### config.mk
export PLATFORM = sky130hd
export DESIGN_NAME = htw_ctrl
export DESIGN_NICKNAME = d
export VERILOG_FILES = /design/src/rtl/core/assert_macros.svh /design/src/rtl/core/htw_pkg.sv /design/src/rtl/core/htw_ctrl.sv
export SDC_FILE = /design/constraint.sdc
export NUM_CORES = 1
export LEC_CHECK = 0
export BUFFER_PORTS_ARGS = -buffer_cell sky130_fd_sc_hd__buf_2
export CAP_MARGIN = 30
export CORE_MARGIN = 2
export CORE_UTILIZATION = 35
export CTS_BUF_LIST = sky130_fd_sc_hd__clkbuf_2 sky130_fd_sc_hd__clkbuf_4 sky130_fd_sc_hd__clkbuf_8
export DETAILED_ROUTE_END_ITERATION = 12
export GPL_TIMING_DRIVEN = 0
export HOLD_SLACK_MARGIN = 0.03
export PLACE_DENSITY = 0.72
export RECOVER_POWER = 50
export SLEW_MARGIN = 20
export SYNTH_ARGS = -nofsm -noshare
export SYNTH_HDL_FRONTEND = slang
export SYNTH_SLANG_ARGS = --single-unit
### constraint.sdc
create_clock -name clk -period 2.18 [get_ports clk]
set_input_delay 0.327 -clock clk [delete_from_list [all_inputs] [get_ports clk]]
set_output_delay 0.327 -clock clk [all_outputs]
set_load 0.02 [all_outputs]
### src/rtl/core/assert_macros.svh
// ----------------------------------------------------------------------------
// assert_macros.svh
// Concurrent assertion helpers; define NO_ASSERTIONS to compile them out.
// ----------------------------------------------------------------------------
`ifndef ASSERT_MACROS_SVH
`define ASSERT_MACROS_SVH
`ifndef NO_ASSERTIONS
`define ASSERT_IMPLY(name, clk, rst_n, ante, cons) \
	name: assert property (@(posedge clk) disable iff (!rst_n) (ante) |-> (cons)) \
		else $error("implication check failed");
`define ASSERT_NEXT(name, clk, rst_n, ante, cons) \
	name: assert property (@(posedge clk) disable iff (!rst_n) (ante) |=> (cons)) \
		else $error("next-cycle check failed");
`else
`define ASSERT_IMPLY(name, clk, rst_n, ante, cons)
`define ASSERT_NEXT(name, clk, rst_n, ante, cons)
`endif
`endif

### src/rtl/core/htw_pkg.sv
// ----------------------------------------------------------------------------
// htw_pkg
// Shared constants, codes and controller/datapath interface types.
// ----------------------------------------------------------------------------
package htw_pkg;

	// slot count per wheel is a power of two: slot index is {level, position}
	localparam int SLOTS_PER_WHEEL = 64;
	localparam int NUM_WHEELS      = 4;
	localparam int NUM_TIMERS      = 64;

	localparam int SLOT_W    = $clog2(SLOTS_PER_WHEEL);
	localparam int LVL_W     = (NUM_WHEELS > 1) ? $clog2(NUM_WHEELS) : 1;
	localparam int TID_W     = $clog2(NUM_TIMERS);
	localparam int NXT_W     = TID_W + 1;
	localparam int SIDX_W    = LVL_W + SLOT_W;
	localparam int NUM_SLOTS = NUM_WHEELS * SLOTS_PER_WHEEL;
	localparam int ID_W      = 6;
	localparam int DELAY_W   = 32;
	localparam int REM_W     = SLOT_W * NUM_WHEELS;

	localparam logic [NXT_W-1:0] NIL = NXT_W'(NUM_TIMERS);

	typedef enum logic {
		OP_ADD  = 1'b0,
		OP_TICK = 1'b1
	} opcode_t;

	typedef enum logic [1:0] {
		KIND_EXPIRED  = 2'd0,
		KIND_ADDED    = 2'd1,
		KIND_REJECTED = 2'd2,
		KIND_NO_EXP   = 2'd3
	} kind_t;

	typedef enum logic [1:0] {
		OID_PID  = 2'd0,
		OID_CUR  = 2'd1,
		OID_ZERO = 2'd2
	} oid_sel_t;

	typedef enum logic [4:0] {
		ST_IDLE,
		ST_A_CHK,
		ST_A_WR,
		ST_A_OK,
		ST_A_REJ,
		ST_T_HEAD,
		ST_T_EMPTY,
		ST_T_LOAD,
		ST_W_RD,
		ST_W_OUT,
		ST_ADV,
		ST_C_HEAD,
		ST_C_LOAD,
		ST_C_RD,
		ST_C_SET,
		ST_C_CHK,
		ST_C_WR
	} state_t;

	typedef struct packed {
		logic     load_in;
		logic     pl_check;
		logic     pl_commit;
		logic     pl_link;
		logic     head_take;
		logic     cur_from_head;
		logic     walk_rd;
		logic     walk_expire;
		logic     cur_from_next;
		logic     cas_set;
		logic     out_load;
		kind_t    out_kind;
		oid_sel_t out_id_sel;
		logic     out_last_nxt;
		logic     adv_inc;
		logic     adv_wrap;
		logic     lvl_up;
	} cmd_t;

	typedef struct packed {
		logic id_ok;
		logic armed_hit;
		logic pl_ok;
		logic head_hit;
		logic nxt_nil;
		logic cur_nil;
		logic wrap;
		logic lvl_top;
		logic out_free;
	} sts_t;

endpackage

### src/rtl/core/htw_ctrl.sv
// ----------------------------------------------------------------------------
// htw_ctrl
// Sequencer for add, expiry walk, wheel advance and cascade.
// ----------------------------------------------------------------------------
module htw_ctrl (
	input  logic           clk,
	input  logic           arst_n,
	input  logic           in_valid,
	output logic           in_stall,
	input  logic           opcode,
	input  htw_pkg::sts_t  sts,
	output htw_pkg::cmd_t  cmd
);

	htw_pkg::state_t state_q;
	htw_pkg::state_t state_d;

	always_ff @(posedge clk or negedge arst_n) begin
		if (!arst_n) begin
			state_q <= htw_pkg::ST_IDLE;
		end else begin
			state_q <= state_d;
		end
	end

	assign in_stall = (state_q != htw_pkg::ST_IDLE);

	always_comb begin
		state_d          = state_q;
		cmd              = '0;
		cmd.out_kind     = htw_pkg::KIND_EXPIRED;
		cmd.out_id_sel   = htw_pkg::OID_PID;
		case (state_q)
			htw_pkg::ST_IDLE: begin
				if (in_valid) begin
					cmd.load_in = 1'b1;
					state_d = (opcode == htw_pkg::OP_ADD) ? htw_pkg::ST_A_CHK
						: htw_pkg::ST_T_HEAD;
				end
			end
			htw_pkg::ST_A_CHK: begin
				cmd.pl_check = 1'b1;
				if (sts.id_ok && !sts.armed_hit && sts.pl_ok) begin
					cmd.pl_commit = 1'b1;
					state_d = htw_pkg::ST_A_WR;
				end else begin
					state_d = htw_pkg::ST_A_REJ;
				end
			end
			htw_pkg::ST_A_WR: begin
				cmd.pl_link = 1'b1;
				state_d = htw_pkg::ST_A_OK;
			end
			htw_pkg::ST_A_OK: begin
				if (sts.out_free) begin
					cmd.out_load = 1'b1;
					cmd.out_kind = htw_pkg::KIND_ADDED;
					state_d = htw_pkg::ST_IDLE;
				end
			end
			htw_pkg::ST_A_REJ: begin
				if (sts.out_free) begin
					cmd.out_load = 1'b1;
					cmd.out_kind = htw_pkg::KIND_REJECTED;
					state_d = htw_pkg::ST_IDLE;
				end
			end
			htw_pkg::ST_T_HEAD: begin
				if (sts.head_hit) begin
					cmd.head_take = 1'b1;
					state_d = htw_pkg::ST_T_LOAD;
				end else begin
					state_d = htw_pkg::ST_T_EMPTY;
				end
			end
			htw_pkg::ST_T_EMPTY: begin
				if (sts.out_free) begin
					cmd.out_load   = 1'b1;
					cmd.out_kind   = htw_pkg::KIND_NO_EXP;
					cmd.out_id_sel = htw_pkg::OID_ZERO;
					state_d = htw_pkg::ST_ADV;
				end
			end
			htw_pkg::ST_T_LOAD: begin
				cmd.cur_from_head = 1'b1;
				state_d = htw_pkg::ST_W_RD;
			end
			htw_pkg::ST_W_RD: begin
				cmd.walk_rd     = 1'b1;
				cmd.walk_expire = 1'b1;
				state_d = htw_pkg::ST_W_OUT;
			end
			htw_pkg::ST_W_OUT: begin
				if (sts.out_free) begin
					cmd.out_load      = 1'b1;
					cmd.out_kind      = htw_pkg::KIND_EXPIRED;
					cmd.out_id_sel    = htw_pkg::OID_CUR;
					cmd.out_last_nxt  = 1'b1;
					cmd.cur_from_next = 1'b1;
					state_d = sts.nxt_nil ? htw_pkg::ST_ADV : htw_pkg::ST_W_RD;
				end
			end
			htw_pkg::ST_ADV: begin
				if (!sts.wrap) begin
					cmd.adv_inc = 1'b1;
					state_d = htw_pkg::ST_IDLE;
				end else begin
					cmd.adv_wrap = 1'b1;
					if (sts.lvl_top) begin
						state_d = htw_pkg::ST_IDLE;
					end else begin
						cmd.lvl_up = 1'b1;
						state_d = htw_pkg::ST_C_HEAD;
					end
				end
			end
			htw_pkg::ST_C_HEAD: begin
				if (sts.head_hit) begin
					cmd.head_take = 1'b1;
					state_d = htw_pkg::ST_C_LOAD;
				end else begin
					state_d = htw_pkg::ST_ADV;
				end
			end
			htw_pkg::ST_C_LOAD: begin
				cmd.cur_from_head = 1'b1;
				state_d = htw_pkg::ST_C_RD;
			end
			htw_pkg::ST_C_RD: begin
				cmd.walk_rd = 1'b1;
				state_d = htw_pkg::ST_C_SET;
			end
			htw_pkg::ST_C_SET: begin
				// timer moves to placement, cursor steps to its successor
				cmd.cas_set       = 1'b1;
				cmd.cur_from_next = 1'b1;
				state_d = htw_pkg::ST_C_CHK;
			end
			htw_pkg::ST_C_CHK: begin
				cmd.pl_check  = 1'b1;
				cmd.pl_commit = 1'b1;
				state_d = htw_pkg::ST_C_WR;
			end
			htw_pkg::ST_C_WR: begin
				cmd.pl_link = 1'b1;
				state_d = sts.cur_nil ? htw_pkg::ST_ADV : htw_pkg::ST_C_RD;
			end
			default: begin
				state_d = htw_pkg::ST_IDLE;
			end
		endcase
	end

endmodule

==> metrics.txt <==
worst r2r dst=state_q[0]; first-pass GRT wire length=4.271 mm; worst-path maximum fanout=10; detailed-route DRC error count=0; Post-CTS Setup Bufs=0; die width=55.09 µm; Vias/cell=5.698; IO Port Bufs=32; Max VDD drop=0.7330 mV; Remaining Overflow, GRT=0; synthesized netlist cell count=123; Max-slew headroom=65.84%; actual slew at the worst max-slew pin=508.4 ps; die height=55.09 µm; average size of a mapped cell=7.426 µm²; Finished Core Util=46.72%; Final setup viols=0; initial antenna violation count=0; power per cell area=1233 nW/µm²; R2R setup slack=350 ps; Post-synth EDFFs=0; Worst EP arrival=1770 ps; Placeable Area=2477 µm²; routability cong.=0.8614; crit end category=output pin; Ports=33; sw frac=52.06%; vias in the first global route=1000; largest registers=state_q x5; total CTS buffers=3; fin crit share=96.12%; status=finished clean; Most flops, register=state_q; Avg WL per Cell=14.15 µm; Netlist cell types=50; Clock Power Share=8.3%; Routed WL=2.674 mm; Clk Latency, worst-skew pair=240 ps; Top FF cell, synth=dfrtp_1; Final Max Tran Viols=0; Routed Antenna Nets=0; RSZ-0062 raised after global routing=false; Internal Power=0.6839 mW; Starting DRT DRC Count=13; Antenna Cells=0; Netlist Area Pre-Place=913.4 µm²; Startpoint Class=flip-flop; die area=3034 µm²; largest area contributor in the netlist=dfrtp_1; Required @ worst endpoint=1850 ps; sequential share of the synthesized area=13.70%; htree depth=1; starting density of the core=36.87%; CTS Buffer Depth=2; largest net degree at the start of global routing=11; static leakage=0.5440 nW; Register-to-Register Path Depth=5; clk sinks=5; share of layout cells above drive strength 1=32.08%; Nets=173; top cell type's share of synthesized area=13.70%; FMAX=477.2 MHz; HP Class=input port to asynchronous set/reset pin; Hold Vio Cnt, Final=0; fraction of registers with async set/reset=100.0%; NetSw=0.7426 mW; min Tclk post-route=2095 ps; Post-DP HPWL=2.067 mm; vias post-DR=1077; fill count=257; reg2reg start=state_q[0]; synthesis warning total=0; top cells by area, synth=dfrtp_1 (14%), nand3b_1 (5.8%), nor3_1 (4.9%); Synthesized Nets=136; commonest non-fill, non-tap cells in the layout=buf_2 (32), nand2_1 (11), nor3_1 (9), nor2_1 (9), nand3b_1 (7); total track usage=19.14%; Worst-path clk slew=50 ps; CTS tree=yes; skew final=5.598 ps; most common cell after layout, fill and taps aside=buf_2; row cnt=18; Pre-antenna DRT Iters=4; flops & latches, synth=5; number of flip-flops in the largest register=5; Synth-to-Final Area Change=26.71%; combinational power share=80.1%; CP Class=flip-flop to output pin; Setup TNS=0 ps; max-cap violations=0; sequential share of power=11.5%; Clock Root Buffer=clkbuf_4
## power groups by stage
stage	Clock (mW)	Sequential [mW]	Combinational, mW
floorplan	0	0.154	0.871
global placement	0	0.161	1.11
detailed placement	0	0.161	1.13
CTS	0.123	0.162	1.14
global route	0.131	0.171	1.24
finish	0.119	0.164	1.14
## Yosys cell counts (all sizes together), types with 3 or more instances
cell / instances
nand2: 11
a21oi: 5
dfrtp: 5
inv: 3
or3: 3
nor2: 10
buf: 12
nor3: 9
nand2b: 6
nor3b: 4
nand3b: 7
o21ai: 3
nor2b: 3
## metrics by stage
step / cells / worst slack [ps] / area (µm²) / hold slack (ps) / power [mW]
5_1_grt: 189 / 3.846 / 1157 / 461.5 / 1.542
3_5_place_dp: 185 / 277.3 / 1111 / 142.8 / 1.291
6_report: 189 / 84.64 / 1157 / 457.0 / 1.427
3_3_place_gp: 185 / 299.1 / 1111 / 137.6 / 1.269
4_1_cts: 190 / 39.52 / 1154 / 417.6 / 1.424
2_1_floorplan: 123 / 199.4 / 913.4 / 31.41 / 1.024
## final cells by class
class	count	area, µm²	area share (%)
multi-input combinational	102	689.4	59.57
timing repair buffer	33	168.9	14.59
sequential	5	126.4	10.92
buffer	12	93.84	8.108
tap	30	37.54	3.243
clock buffer	4	30.03	2.595
inverter	3	11.26	0.9730
## metal layers
layer | vias up | part of all wire, % | GRT usage (%)
li1 | 529 | - | -
met1 | 500 | 44 | 24.51
met2 | 42 | 49 | 32.14
met3 | 6 | 5.5 | 2.688
met4 | 0 | 2.0 | 7.724
met5 | - | 0 | 0
## worst max-delay path, cell delays in order, from the launching register on
cell and delay (ps):
dfrtp_2 430, buf_6 150, buf_12 140, buf_4 170, or3_1 340, a21oi_1 150, buf_4 160
## how the worst max path moves through the flow
stage	startpoint	depth (start not counted)	endpoint	slack (ps)
after detailed placement	state_q[1]	6	cmd[10]	280
after floorplan	state_q[1]	5	cmd[10]	200
after global placement	state_q[1]	6	cmd[10]	300
after global routing	state_q[3]	7	cmd[16]	4
after CTS	state_q[1]	6	cmd[17]	40
final	state_q[2]	6	cmd[17]	80
## repair_timing
item / CTS / global route
resized for setup: 1 / 6
hold buffers: 1 / 0
endpoints found under the setup margin: 1 / 3
endpoints found under the hold margin: 5 / 0
## cell families (layout without fill, tap and decap cells)
kind of cell	after synthesis	after routing	share of synthesized area [%]
mux	3	3	3.425
xor+xnor	2	2	2.740
compound gates	23	23	18.77
buf+inv	16	52	11.64
flops	5	5	13.70
simple gates	74	74	49.73
No activity file was read; power rests on OpenSTA's default activity.
